--- src/sv/ctp_pkg.sv ---
// Shared types, register codes and helpers of the CSR threshold prune block.
package ctp_pkg;

  localparam int REG_IDX_W = 2;
  localparam int FILL_MAX_W = 6;

  localparam logic [REG_IDX_W-1:0] REG_MODE      = 2'd0;
  localparam logic [REG_IDX_W-1:0] REG_THRESHOLD = 2'd1;
  localparam logic [REG_IDX_W-1:0] REG_BASE      = 2'd2;

  localparam logic [1:0] MODE_FIXED = 2'd0;
  localparam logic [1:0] MODE_ROW   = 2'd1;
  localparam logic [1:0] MODE_PEAK  = 2'd2;

  typedef enum logic [1:0] {
    ENT_NONE,
    ENT_KEEP,
    ENT_DROP
  } ent_kind_t;

  typedef struct packed {
    ent_kind_t             kind;
    logic [30:0]           col;
    logic [31:0]           val;
    logic                  row_end;
    logic [FILL_MAX_W-1:0] fill;
    logic [30:0]           peak;
    logic                  ovf;
  } ctp_cmd_t;

  typedef struct packed {
    logic        is_pointer;
    logic [30:0] col;
    logic [31:0] val;
    logic [31:0] ptr;
    logic [31:0] removed;
    logic        ovf;
    logic        last;
  } ctp_res_t;

  function automatic logic [30:0] ctp_mag(input logic [31:0] v);
    logic [31:0] neg;
    neg = 32'd0 - v;
    if (!v[31]) begin
      return v[30:0];
    end else if (v == 32'h8000_0000) begin
      return 31'h7FFF_FFFF;
    end else begin
      return neg[30:0];
    end
  endfunction

endpackage

--- src/sv/ctp_front.sv ---
// Front end: accepts items, judges direct entries, fills the row buffer.
module ctp_front import ctp_pkg::*; #(
  parameter int ROW_CAP = 32,
  parameter int CW      = 31,
  localparam int FW     = $clog2(ROW_CAP + 1),
  localparam int AW     = (ROW_CAP > 1) ? $clog2(ROW_CAP) : 1
) (
  input  logic           clk,
  input  logic           rst_n,
  input  logic           push,
  output logic           full,
  input  logic           has_entry,
  input  logic [30:0]    entry_col,
  input  logic [31:0]    entry_value,
  input  logic           row_last,
  input  logic [31:0]    row_limit,
  input  logic [1:0]     mode,
  input  logic [31:0]    threshold,
  input  logic           q_full,
  output logic           cmd_push,
  output ctp_cmd_t       cmd,
  input  logic           row_done,
  output logic           ram_we,
  output logic [AW-1:0]  ram_waddr,
  output logic [CW+31:0] ram_wdata
);

  logic [FW-1:0] fill_r, fill_nxt;
  logic [30:0]   peak_r, peak_nxt;
  logic          ovf_r, ovf_nxt;
  logic          wait_r;
  logic          acc;
  logic          buffered;
  logic          space;
  logic [30:0]   mag;
  logic [31:0]   th;
  logic [30:0]   col_m;

  assign full     = q_full || wait_r;
  assign acc      = push && !full;
  assign mag      = ctp_mag(entry_value);
  assign th       = (mode == MODE_ROW) ? row_limit : threshold;
  assign buffered = has_entry && ((mode == MODE_PEAK) || (fill_r != '0));
  assign space    = (fill_r < FW'(ROW_CAP));
  assign col_m    = 31'(entry_col[CW-1:0]);

  assign ram_we    = acc && buffered && space;
  assign ram_waddr = fill_r[AW-1:0];
  assign ram_wdata = {entry_col[CW-1:0], entry_value};

  always_comb begin
    fill_nxt = fill_r;
    peak_nxt = peak_r;
    ovf_nxt  = ovf_r;
    if (buffered) begin
      if (space) begin
        fill_nxt = fill_r + 1'b1;
        if (mag > peak_r) begin
          peak_nxt = mag;
        end
      end else begin
        ovf_nxt = 1'b1;
      end
    end
  end

  always_comb begin
    cmd.col     = col_m;
    cmd.val     = entry_value;
    cmd.row_end = row_last;
    cmd.fill    = FILL_MAX_W'(fill_nxt);
    cmd.peak    = peak_nxt;
    cmd.ovf     = ovf_nxt;
    if (!has_entry) begin
      cmd.kind = ENT_NONE;
    end else if (buffered) begin
      cmd.kind = space ? ENT_NONE : ENT_DROP;
    end else begin
      cmd.kind = ({1'b0, mag} > th) ? ENT_KEEP : ENT_DROP;
    end
  end

  assign cmd_push = acc && ((cmd.kind != ENT_NONE) || row_last);

  always_ff @(posedge clk) begin
    if (!rst_n) begin
      fill_r <= '0;
      peak_r <= '0;
      ovf_r  <= 1'b0;
      wait_r <= 1'b0;
    end else begin
      if (acc && row_last) begin
        fill_r <= '0;
        peak_r <= '0;
        ovf_r  <= 1'b0;
        wait_r <= 1'b1;
      end else if (acc) begin
        fill_r <= fill_nxt;
        peak_r <= peak_nxt;
        ovf_r  <= ovf_nxt;
      end
      if (row_done) begin
        wait_r <= 1'b0;
      end
    end
  end

endmodule

--- config.mk ---
export PLATFORM = sky130hd
export DESIGN_NAME = ctp_front
export DESIGN_NICKNAME = d
export VERILOG_FILES = /design/src/sv/ctp_pkg.sv /design/src/sv/ctp_front.sv
export SDC_FILE = /design/constraint.sdc
export NUM_CORES = 1
export LEC_CHECK = 0
export BUFFER_PORTS_ARGS = -buffer_cell sky130_fd_sc_hd__buf_2
export CORE_MARGIN = 1.5
export CORE_UTILIZATION = 40
export DETAILED_ROUTE_END_ITERATION = 10
export GPL_TIMING_DRIVEN = 1
export PLACE_DENSITY = 0.72
export SYNTH_ARGS = -nofsm -noshare
export SYNTH_HDL_FRONTEND = slang
export SYNTH_SLANG_ARGS = --single-unit
--- constraint.sdc ---
create_clock -name clk -period 11.4 [get_ports clk]
set_clock_uncertainty 0.05 [all_clocks]
set_input_delay 0.57 -clock clk [delete_from_list [all_inputs] [get_ports clk]]
set_output_delay 0.57 -clock clk [all_outputs]
set_load 0.01 [all_outputs]
# --- Yosys cells after proc, flatten, opt, wreduce, memory -nomap -nowiden ---
# Index checks and enable logic that the tools add are counted.
op_classes:
  n_addsub: 2
  order_cmp: 3
  eq_ne: 3
  mux: 14
  bitwise: 1
  reduce_logical: 14
op_table:
  columns: ["cell", "n"]
  rows:
  - ["31-bit two-way mux", 5]
  - ["32-bit equality test, second input constant", 1]
  - ["31-bit by 32-bit > comparator with 1-bit output", 1]
  - ["32-bit two-way mux", 1]
  - ["31-bit > comparator", 1]
  - ["1-bit by 31-bit subtractor with 31-bit output, first input constant", 1]
  - ["6-bit two-way mux", 2]
  - ["2-bit two-way mux", 4]
  - ["6-bit by 1-bit adder with 6-bit output, second input constant", 1]
  - ["1-bit logical AND", 6]
  - ["6-bit < comparator, second input constant", 1]
  - ["6-bit nonzero test", 1]
  - ["2-bit OR reduction", 2]
  - ["1-bit logical OR", 3]
  - ["2-bit by 1-bit equality test with 1-bit output, second input constant", 1]
  - ["2-bit equality test, second input constant", 1]
  - ["1-bit two-way mux", 2]
  - ["2-bit nonzero test", 1]
  - ["1-bit zero test", 1]
  - ["1-bit inverter", 1]
totals:
  register_bits: 39
  inputBits: 136
  output_inout_bits: 175

# --- Depth between registers and ports, before layout ---
# Gate-level depths: netlist of run 1.
depth:
  depth_word: 10
  ltp_mapped: 20
  mapped_depth_nobuf: 17

# --- Worst setup path before layout of run 1 ---
# No wires, ideal clock.
synth_path:
  kind: "input port to output port"
  start: "input port entry_value[11]"
  end: "output port cmd[18] (netlist bit)"
  arrival_time_ps: 4554
  t_required_ps: 10780
  setup_slack_ps: 6226
  path_stages: 17
  path_cell_list: "or4_4 or2_4 or2_1 buf_2 or3_4 a211oi_2 a31oi_1 ha_1 nand4_1 nor4_1 and4_1 nor2b_1 o21bai_2 and3_1 buf_6 buf_12 mux2_4"
synth_rtl:
  columns: ["item", "line", "rtl"]
  rows:
  - ["start: declaration", "ctp_front.sv:14", "input logic [31:0] entry_value,"]
  - ["end: declaration", "ctp_front.sv:21", "output ctp_cmd_t cmd,"]

==> metrics.txt, run 1 <==
cts hold-fix bufs=0; Highest Clock Rate=154 MHz; Mapped Avg Cell Area=around 8.1 um2; share of cells above drive strength 1=35.8%; peak fanout along the critical path=31; Syn. warnings=0; Post-CTS Setup Bufs=0; Total Neg Setup Slack=0 ns; Worst-Margin Slew=1.17 ns; most used standard cell by instance count after synthesis=sky130_fd_sc_hd__buf_4; total wirelength of the detailed-routed design=between 15 and 20 mm; H-Tree Depth=2; Root Driver=sky130_fd_sc_hd__clkbuf_16; count of TritonRoute iterations in the first routing pass=5; Overflow after GRT=0; Maximum Capacitance Violations=0; post-DR wirelength/cell=around 18 um; endpoints failing hold=0; # port buffers=217; startpoint type of the worst setup path=input pin; Peak VDD IR=approximately 50 uV; Core Footprint=14500 um2; Post-Synthesis Cell Area=5910 um2; count of pins over their slew limit=0; clock sinks=39; RSZ-0062 raised after global routing=no; number of synthesized flops with an enable pin=0; via count of the first global-routing pass=about 5100; floorplan die width=125 um; flip-flop and latch count after synthesis=39; Post-Syn Nets=just over 900; chain of cells forming the critical path=buf_2, or4_4, or4_4, nor4_1, and3_2, a211oi_2, a31oi_1, ha_1, nand4_1, nor4_1, o211ai_1, nand4_1, a21oi_1, a31oi_1, and3_2, mux2_2, buf_2; combined buffer and inverter count along the critical path=2; Register-to-Register Path Depth=11; Initial Util=approximately two fifths; Slowest cell on crit path=sky130_fd_sc_hd__and3_2; cell type contributing the most total cell area after synthesis=sky130_fd_sc_hd__buf_4; number of buffers created by CTS=5; number of nets in the layout=999; start-to-end type of the worst setup path=input pin to output port; class of the tightest hold or removal check=input pin to flip-flop; cell count after synthesis=between 700 and 800; count of standard-cell rows=44; count of filler cells inserted in the layout=1501; remaining routing DRC violations=0; height of the die=125 um; TritonCTS clock tree=done; Synth-to-Final Area Change=6.67%; number of antenna repair diodes=0; final cycle utilization of the critical path=57.0%; Ports=311; Leak=about 2.9 nW; proportion of netlist area held by the largest area contributor=between 10% and 20%; worst max-slew margin expressed relative to the limit=22.1%; Top Family by Delay on Critical Path=simple AND/OR/NAND/NOR gates; CTS Buffer Depth=2; violation count after the first detailed-route iteration=453; Cell variety after synth=63; delay of the slowest cell on the worst path=slightly below 0.9 ns; total vias in the final route=5511; clock insertion delay at the later pin of the skew report=0.28 ns; Setup Viol. Count Final=0; via density per instance=5.60; proportion of synthesized flip-flops having asynchronous set or reset=0%; critical path endpoint category=output port; most used flip-flop cell after synthesis=sky130_fd_sc_hd__dfxtp_1; wire length of the first global-routing pass=27.2 mm; final critical-path required period=6.50 ns; depth of the critical timing path with buffers and inverters included=17; Clock Pin Slew Worst Setup and Hold Paths=0.06 ns; final RePlAce weighted congestion=roughly 0.90; antenna violations before repair=0; maximum number of pins on one net before global-route repair=47; P per Cell Area=81.1 nW/um2; Worst EP required=between 10 and 15 ns; antenna-violating nets left=0; Gates resized, CTS repair=0; ranking of synthesized cells by area=sky130_fd_sc_hd__buf_4 (17%), sky130_fd_sc_hd__ha_1 (14%), sky130_fd_sc_hd__dfxtp_1 (13%), sky130_fd_sc_hd__mux2_4 (7.4%), sky130_fd_sc_hd__mux2i_1 (5.6%); PnR Total Power=511 uW; Crit path arrival time=5.88 ns; Commonest cells post-synth=sky130_fd_sc_hd__buf_4 (136), sky130_fd_sc_hd__ha_1 (64), sky130_fd_sc_hd__nand2_1 (52), sky130_fd_sc_hd__nand4_1 (43), sky130_fd_sc_hd__o21ai_0 (43); worst hold-check slack=0.393 ns; result of the run=completed; register area share after synthesis=13.2%; worst hold stages=2; overall die area=between 15000 and 20000 um2; Overall Global Routing Usage=21.7%; placed wire-length estimate=roughly 14 mm
## flip-flops by register name (all words and copies together), names as in the netlist
signal / cells
fill_r: 6
wait_r: 1
ovf_r: 1
peak_r: 31
## cell families after synthesis
group	Yosys count	synth area share, %
buffers and inverters	201	22.5
and+or+nand+nor	194	17.9
AOI/OAI and AO/OA	153	17.1
muxes	65	13.6
adders and majority gates	64	13.6
DFF	39	13.2
xor gates and xnor gates	15	2.22
## power breakdown
part           switching, mW  internal (mW)
sequential           0.00102          0.138
combinational          0.110         0.0799
clock                 0.0563          0.126
total                  0.168          0.343
## routing by layer
metal / up-vias / share of wire [%] / GRT usage, %
li1: 2651 / - / -
met2: 255 / 46 / 36.4
met1: 2538 / 42 / 27.0
met5: - / 0 / 0
met3: 67 / 6.6 / 3.18
met4: 0 / 5.1 / 11.3
## area by class of cell
| class | instances | area (um2) | share of cell area [%] |
|---|---|---|---|
| multi-input cells | 491 | 3820 | 60.6 |
| repair buffers | 225 | 1150 | 18.2 |
| flip-flops and latches | 39 | 781 | 12.4 |
| well taps | 184 | 230 | 3.65 |
| inverters | 37 | 139 | 2.20 |
| clock buffers | 6 | 129 | 2.05 |
| clock inverters | 2 | 60.1 | 0.953 |
## cell usage in the layout (no fill, tap or decap), types with 8 or more instances in the layout
cell type	instances
sky130_fd_sc_hd__a21oi_1	29
sky130_fd_sc_hd__buf_2	217
sky130_fd_sc_hd__inv_1	37
sky130_fd_sc_hd__nand2_1	52
sky130_fd_sc_hd__nand4_1	43
sky130_fd_sc_hd__o31ai_1	37
sky130_fd_sc_hd__mux2_4	29
sky130_fd_sc_hd__mux2i_1	33
sky130_fd_sc_hd__dfxtp_1	39
sky130_fd_sc_hd__xor2_1	10
sky130_fd_sc_hd__ha_1	64
sky130_fd_sc_hd__nor3_1	13
sky130_fd_sc_hd__buf_4	8
sky130_fd_sc_hd__nand2b_1	8
sky130_fd_sc_hd__nand3_1	10
sky130_fd_sc_hd__nor2_1	21
sky130_fd_sc_hd__o21ai_0	43
## final timing paths
check / from / endpoint / slack [ns]
worst max-delay path: entry_value[22] / cmd[8] / 4.90
worst min-delay path: row_done / wait_r$_SDFFE_PP0P_ / 0.39
worst max register to register: peak_r[26]$_SDFFE_PP0P_ / peak_r[22]$_SDFFE_PP0P_ / 7.84
worst min register to register: peak_r[9]$_SDFFE_PP0P_ / peak_r[9]$_SDFFE_PP0P_ / 0.45
## stage by stage
| step | setup WS (ns) | utilization [%] | std cells | instance area [um2] |
|---|---|---|---|---|
| 6_report | 4.90 | 43.5 | 984 | 6300 |
| 5_1_grt | 4.41 | 43.5 | 984 | 6300 |
| 2_1_floorplan | 6.23 | - | 731 | 5910 |
| 3_3_place_gp | 4.98 | 42.2 | 976 | 6110 |
| 3_5_place_dp | 4.91 | 42.2 | 976 | 6110 |
| 4_1_cts | 4.91 | 43.5 | 984 | 6300 |
Note: power is estimated with default switching activity, not from simulation.
==> run 2: changes to the inputs <==
Settings changed: PLACE_DENSITY 0.72 to 0.75.
Clock period 11.4 ns to 5.7 ns, I/O delays scaled along.
==> run 2 against run 1 <==
Flip-flop and latch count unchanged. Final area up 2.8%. Die area unchanged. Utilization up 1.2 points. Clock power up 100%. Worst setup slack worse by 4.5 ns. Critical endpoint is now cmd[13]. Largest cell class unchanged. Highest routed layer unchanged.
==> metrics.txt, run 2 (synthesized netlist as in run 1, its figures left out) <==
total wirelength of the detailed-routed design=17.9 mm (+1.6%); wire length of the first global-routing pass=27.3 mm (about the same); floorplan die width=125 um (unchanged); placed wire-length estimate=14.6 mm (+3.5%); reg-to-reg startpoint=fill_r[0]$_SDFFE_PP0P_; Initial Util=40.8% (unchanged); minimum setup slack among reg-to-reg paths=2.55 ns (-5.29 ns); start-to-end type of the worst setup path=input pin to output port; combined buffer and inverter count along the critical path=3 (+1); net switching fraction of the power=33.3% (+0.47 points); Top Family by Delay on Critical Path=simple AND/OR/NAND/NOR gates; RSZ-0062 raised after global routing=no; antenna violations before repair=0 (unchanged); total vias in the final route=5498 (-0.24%); placed inst area=6280 um2 (+2.7%); Leak=3.01 nW (+3.6%); number of nets in the layout=1021 (+2.2%); final cycle utilization of the critical path=92.6%; post-DR wirelength/cell=17.8 um (-0.65%); Clk pwr share=35.5% (about the same); clock insertion delay at the later pin of the skew report=0.29 ns (about the same); worst hold stages=2 (unchanged); Post-CTS Setup Bufs=0 (unchanged); met2 track utilization from global routing=37.9% (+1.6 points); violation count after the first detailed-route iteration=352 (-22%); height of the die=125 um (unchanged); sequential power share=26.5% (-0.7 points); reg-to-reg critical path endpoint=peak_r[28]$_SDFFE_PP0P_; Hold Crit Endpoint=wait_r$_SDFFE_PP0P_; critical path endpoint category=output port; Peak VDD IR=156 uV (+220%); via count of the first global-routing pass=5130 (-0.25%); Crit path arrival time=4.94 ns (-0.94 ns); TritonCTS clock tree=done; Largest register FFs=31 (unchanged); number of buffers created by CTS=5 (unchanged); Global Route met3 Usage=3.26% (+0.086 points); overall die area=15500 um2 (unchanged); Synth-to-Final Area Change=9.64%; final core utilization=44.7% (+1.2 points); # port buffers=217 (unchanged); cts hold-fix bufs=0 (unchanged); delay of the slowest cell on the worst path=0.58 ns (-0.29 ns); Slowest cell on crit path=sky130_fd_sc_hd__or4_4; Power Internal=697 uW (+100%); Root Driver=sky130_fd_sc_hd__clkbuf_16; peak fanout along the critical path=17 (-45%); number of antenna repair diodes=0 (unchanged); commonest cells after routing, fill and taps aside=sky130_fd_sc_hd__buf_2 (217), sky130_fd_sc_hd__ha_1 (64), sky130_fd_sc_hd__nand2_1 (52); Ports=311 (unchanged); Setup Viol. Count Final=0 (unchanged); final RePlAce weighted congestion=0.917 (+1.3%); Total Neg Setup Slack=0 ns (unchanged); count of TritonRoute iterations in the first routing pass=4 (-1); remaining routing DRC violations=0 (unchanged); Highest Clock Rate=189 MHz; Clock Pin Slew Worst Setup and Hold Paths=0.06 ns (about the same); result of the run=completed; registers with the most flip-flops=peak_r (31), fill_r (6); Register-to-Register Path Depth=10 (-1); class of the tightest hold or removal check=input pin to flip-flop; largest register by flop count=peak_r; P per Cell Area=161 nW/um2 (+99%); antenna-violating nets left=0 (unchanged); count of pins over their slew limit=0 (unchanged); logic gate share of total power=37.9% (+0.6 points); GR Util met1=27.1% (+0.16 points); Maximum Capacitance Violations=0 (unchanged); endpoints failing hold=0 (unchanged); Core Footprint=14500 um2 (unchanged); count of standard-cell rows=44 (unchanged); finished layout cell area=6480 um2 (+2.8%); Most Used Layer, Global Route=met2; Overflow after GRT=0 (unchanged); worst max-slew margin expressed relative to the limit=19.9% (-2.2 points); final critical-path required period=5.28 ns; share of cells above drive strength 1=37.7% (+2.0 points); most frequent standard cell in the layout excluding fill and tap cells=sky130_fd_sc_hd__buf_2; H-Tree Depth=2 (unchanged); Overall Global Routing Usage=22.1% (+0.33 points); depth of the critical timing path with buffers and inverters included=18 (+1); switching power=348 uW (+110%); clock sinks=39 (unchanged); hold path start=row_done; chain of cells forming the critical path=buf_2, or4_4, or4_4, nor4_1, and3_2, nor2_1, mux2i_2, ha_1, nand4_1, nor3_1, a221oi_1, nand3_1, a211oi_1, o21bai_2, and3_2, buf_4, mux2_4, buf_2; count of filler cells inserted in the layout=1448 (-3.5%); startpoint type of the worst setup path=input pin; maximum number of pins on one net before global-route repair=47 (unchanged); CTS Buffer Depth=2 (unchanged); PnR Total Power=1.05 mW (+100%); via density per instance=5.47 (-2.4%); worst hold-check slack=0.0964 ns (-0.296 ns); Worst-Margin Slew=1.20 ns (+0.0323 ns); Worst EP required=5.37 ns (-5.41 ns)
==> run 2: cell types whose count changed in the layout (fill, tap and decap cells not counted), sizes merged <==
| cell | previous run | this run |
|---|---|---|
| clkbuf | 6 | 5 |
| clkinvlp | 0 | 1 |
| buf | 225 | 247 |
==> run 2: through the flow <==
step           cells  setup WS [ns]
2_1_floorplan    731           1.10
3_3_place_gp     998          0.410
3_5_place_dp     998          0.348
4_1_cts         1006          0.324
5_1_grt         1006         0.0492
6_report        1006          0.420
==> run 2: final cells by class <==
class	count	area, um2	share of cell area, %
timing repair buffer	247	1310	20.2
clock buffer	5	125	1.93
inverter	37	139	2.14
sequential	39	781	12.1
multi-input combinational	491	3820	59.0
tap	184	230	3.55
clock inverter	3	67.6	1.04
==> run 2: worst max path at each step <==
stage / startpoint / end / slack, ns
after detailed placement: entry_value[22] / cmd[8] / 0.35
after global routing: entry_value[22] / cmd[8] / 0.05
final: entry_value[22] / cmd[13] / 0.42
after global placement: entry_value[22] / cmd[8] / 0.41
after floorplan: entry_value[11] / cmd[18] / 1.10
after CTS: entry_value[22] / cmd[8] / 0.32
==> run 2: power groups by stage <==
stage / sequential (mW) / combinational [mW] / clock, mW
4_1_cts: 0.277 / 0.399 / 0.374
3_3_place_gp: 0.283 / 0.391 / 0
2_1_floorplan: 0.283 / 0.307 / 0
5_1_grt: 0.277 / 0.440 / 0.388
6_report: 0.277 / 0.396 / 0.372
3_5_place_dp: 0.283 / 0.397 / 0
==> run 2: repair_timing <==
action | CTS | global route
endpoints found under the setup margin | 0 | 31
hold endpoints to repair | 0 | 0
gates resized for setup | 0 | 1
==> run 2: metal layers <==
metal	part of all wire, %	up-vias	wire length, um
met5	0	-	0
met4	4.0	0	714
met3	5.9	50	1060
met2	48	220	8550
met1	42	2530	7600
li1	-	2698	-
==> run 3: changes to the inputs <==
Settings changed: CORE_UTILIZATION 40 to 43, PLACE_DENSITY 0.75 to 0.8.
==> run 3 against run 2 <==
Final area shrank 0.58%. Largest cell class unchanged. Global-route usage is 1.7 points higher. Power down 4.1%. Fmax is 0.88% higher.
==> metrics.txt, run 3 (synthesized netlist as in run 1, its figures left out) <==
result of the run=completed; Clock Pin Slew Worst Setup and Hold Paths=0.06 ns (about the same); placed wire-length estimate=14.0 mm (-4.1%); final critical-path required period=5.23 ns (-0.0461 ns); number of buffers created by CTS=5 (unchanged); endpoints failing hold=0 (unchanged); clock sinks=39 (unchanged); most frequent standard cell in the layout excluding fill and tap cells=sky130_fd_sc_hd__buf_2; peak fanout along the critical path=30 (+13); Root Driver=sky130_fd_sc_hd__clkbuf_16; Highest Clock Rate=191 MHz (+0.88%); Overall Global Routing Usage=23.8% (+1.7 points); TritonCTS clock tree=done; Core Footprint=13300 um2 (-7.8%); total vias in the final route=5516 (+0.33%); antenna violations before repair=0 (unchanged); final core utilization=48.2% (+3.5 points); post-DR wirelength/cell=17.5 um (-1.6%); worst max-slew margin expressed relative to the limit=21.4% (+1.4 points); count of pins over their slew limit=0 (unchanged); cts hold-fix bufs=0 (unchanged); worst hold-check slack=0.103 ns (+0.00679 ns); Initial Util=44.3% (+3.5 points); remaining routing DRC violations=0 (unchanged); violation count after the first detailed-route iteration=416 (+18%); registers with the most flip-flops=peak_r (31), fill_r (6); Peak VDD IR=112 uV (-28%); Synth-to-Final Area Change=9.00%; count of standard-cell rows=42 (-4.5%); # port buffers=217 (unchanged); critical path launch point=entry_value[22]; wire length of the first global-routing pass=27.1 mm (-0.53%); height of the die=120 um (-3.5%); count of TritonRoute iterations in the first routing pass=5 (+1); Gates resized, CTS repair=0 (unchanged); Global Route met3 Usage=3.68% (+0.41 points); critical path endpoint category=output port; Ports=311 (unchanged); reg-to-reg startpoint=fill_r[0]$_SDFFE_PP0P_; GR Util met1=30.4% (+3.3 points); antenna-violating nets left=0 (unchanged); Setup Viol. Count Final=0 (unchanged); clock insertion delay at the later pin of the skew report=0.29 ns (about the same); Maximum Capacitance Violations=0 (unchanged); Post-CTS Setup Bufs=0 (unchanged); cell count after placement=988 (-1.0%); share of cells above drive strength 1=37.4% (-0.27 points); Largest register FFs=31 (unchanged); H-Tree Depth=2 (unchanged); CTS Buffer Depth=2 (unchanged); via density per instance=5.54 (+1.3%); maximum number of pins on one net before global-route repair=47 (unchanged); P per Cell Area=156 nW/um2 (-3.5%); final RePlAce weighted congestion=0.938 (+2.3%); hold path start=row_done; met2 track utilization from global routing=40.5% (+2.6 points); startpoint type of the worst setup path=input pin; floorplan die width=120 um (-3.5%); Leak=3.00 nW (-0.32%); overall die area=14400 um2 (-6.8%); start-to-end type of the worst setup path=input pin to output port; Worst EP required=5.37 ns (about the same); commonest cells after routing, fill and taps aside=sky130_fd_sc_hd__buf_2 (217), sky130_fd_sc_hd__ha_1 (64), sky130_fd_sc_hd__nand2_1 (52); via count of the first global-routing pass=5174 (+0.86%); Worst-Margin Slew=1.18 ns (-0.0213 ns); number of antenna repair diodes=0 (unchanged); Crit path arrival time=4.90 ns (-0.04 ns); Total Neg Setup Slack=0 ns (unchanged); non-filler instance count after layout=996 (-0.99%); RSZ-0062 raised after global routing=no; Most Used Layer, Global Route=met2; class of the tightest hold or removal check=input pin to flip-flop; largest register by flop count=peak_r; total wirelength of the detailed-routed design=17.5 mm (-2.6%); Overflow after GRT=0 (unchanged); final cycle utilization of the critical path=91.8% (-0.81 points); number of nets in the layout=1019 (-0.20%)
-- run 3: changes by cell type in the layout (fill, tap and decap cells not counted) --
cell,change
sky130_fd_sc_hd__buf_12,+1
sky130_fd_sc_hd__clkinvlp_4,-1
sky130_fd_sc_hd__bufinv_16,-1
sky130_fd_sc_hd__clkinv_2,+1
sky130_fd_sc_hd__nor4_1,+1
sky130_fd_sc_hd__clkbuf_8,+1
sky130_fd_sc_hd__buf_4,-3
sky130_fd_sc_hd__nor4_2,-1
-- run 3: final timing paths --
| check | to | slack, ns | cells past startpoint |
|---|---|---|---|
| max | cmd[13] | 0.47 | 18 |
| min | wait_r$_SDFFE_PP0P_ | 0.10 | 2 |
| max reg2reg | peak_r[0]$_SDFFE_PP0P_ | 3.00 | 10 |
| min reg2reg | peak_r[15]$_SDFFE_PP0P_ | 0.45 | 2 |
-- run 3: cell type report --
cell class | instances | area (um2)
timing repair buffer | 245 | 1310
clock buffer | 6 | 139
sequential | 39 | 781
multi-input combinational | 491 | 3820
tap | 176 | 220
clock inverter | 2 | 35.0
fill | 1329 | 6910
inverter | 37 | 139
-- run 3: stage by stage --
step	total power [mW]	worst slack, ns	area [um2]
6_report	1.00	0.466	6440
3_3_place_gp	0.668	0.582	6260
5_1_grt	1.07	0.0431	6440
4_1_cts	1.01	0.435	6440
2_1_floorplan	0.590	1.10	5910
3_5_place_dp	0.674	0.446	6260
-- run 3: power by group --
part | internal, mW | switching, mW
combinational | 0.170 | 0.220
sequential | 0.275 | 0.00186
clock | 0.218 | 0.118
total | 0.663 | 0.340
-- run 3: routing by layer --
metal	vias up	routed length (um)
met5	-	0
met4	0	597
met3	57	1110
met2	247	8240
met1	2509	7520
li1	2703	-
-- run 3: worst max-delay path, cell delays in order --
cell	delay (ns)
sky130_fd_sc_hd__buf_2	0.14
sky130_fd_sc_hd__or4_4	0.57
sky130_fd_sc_hd__or4_4	0.52
sky130_fd_sc_hd__nor4_1	0.25
sky130_fd_sc_hd__and3_2	0.36
sky130_fd_sc_hd__nor2_1	0.08
sky130_fd_sc_hd__mux2i_2	0.32
sky130_fd_sc_hd__ha_1	0.33
sky130_fd_sc_hd__nand4_1	0.17
sky130_fd_sc_hd__nor3_1	0.06
sky130_fd_sc_hd__a221oi_1	0.33
sky130_fd_sc_hd__nand3_1	0.13
sky130_fd_sc_hd__a211oi_1	0.34
sky130_fd_sc_hd__o21bai_2	0.12
sky130_fd_sc_hd__and3_2	0.22
sky130_fd_sc_hd__buf_12	0.19
sky130_fd_sc_hd__mux2_4	0.32
sky130_fd_sc_hd__buf_2	0.14
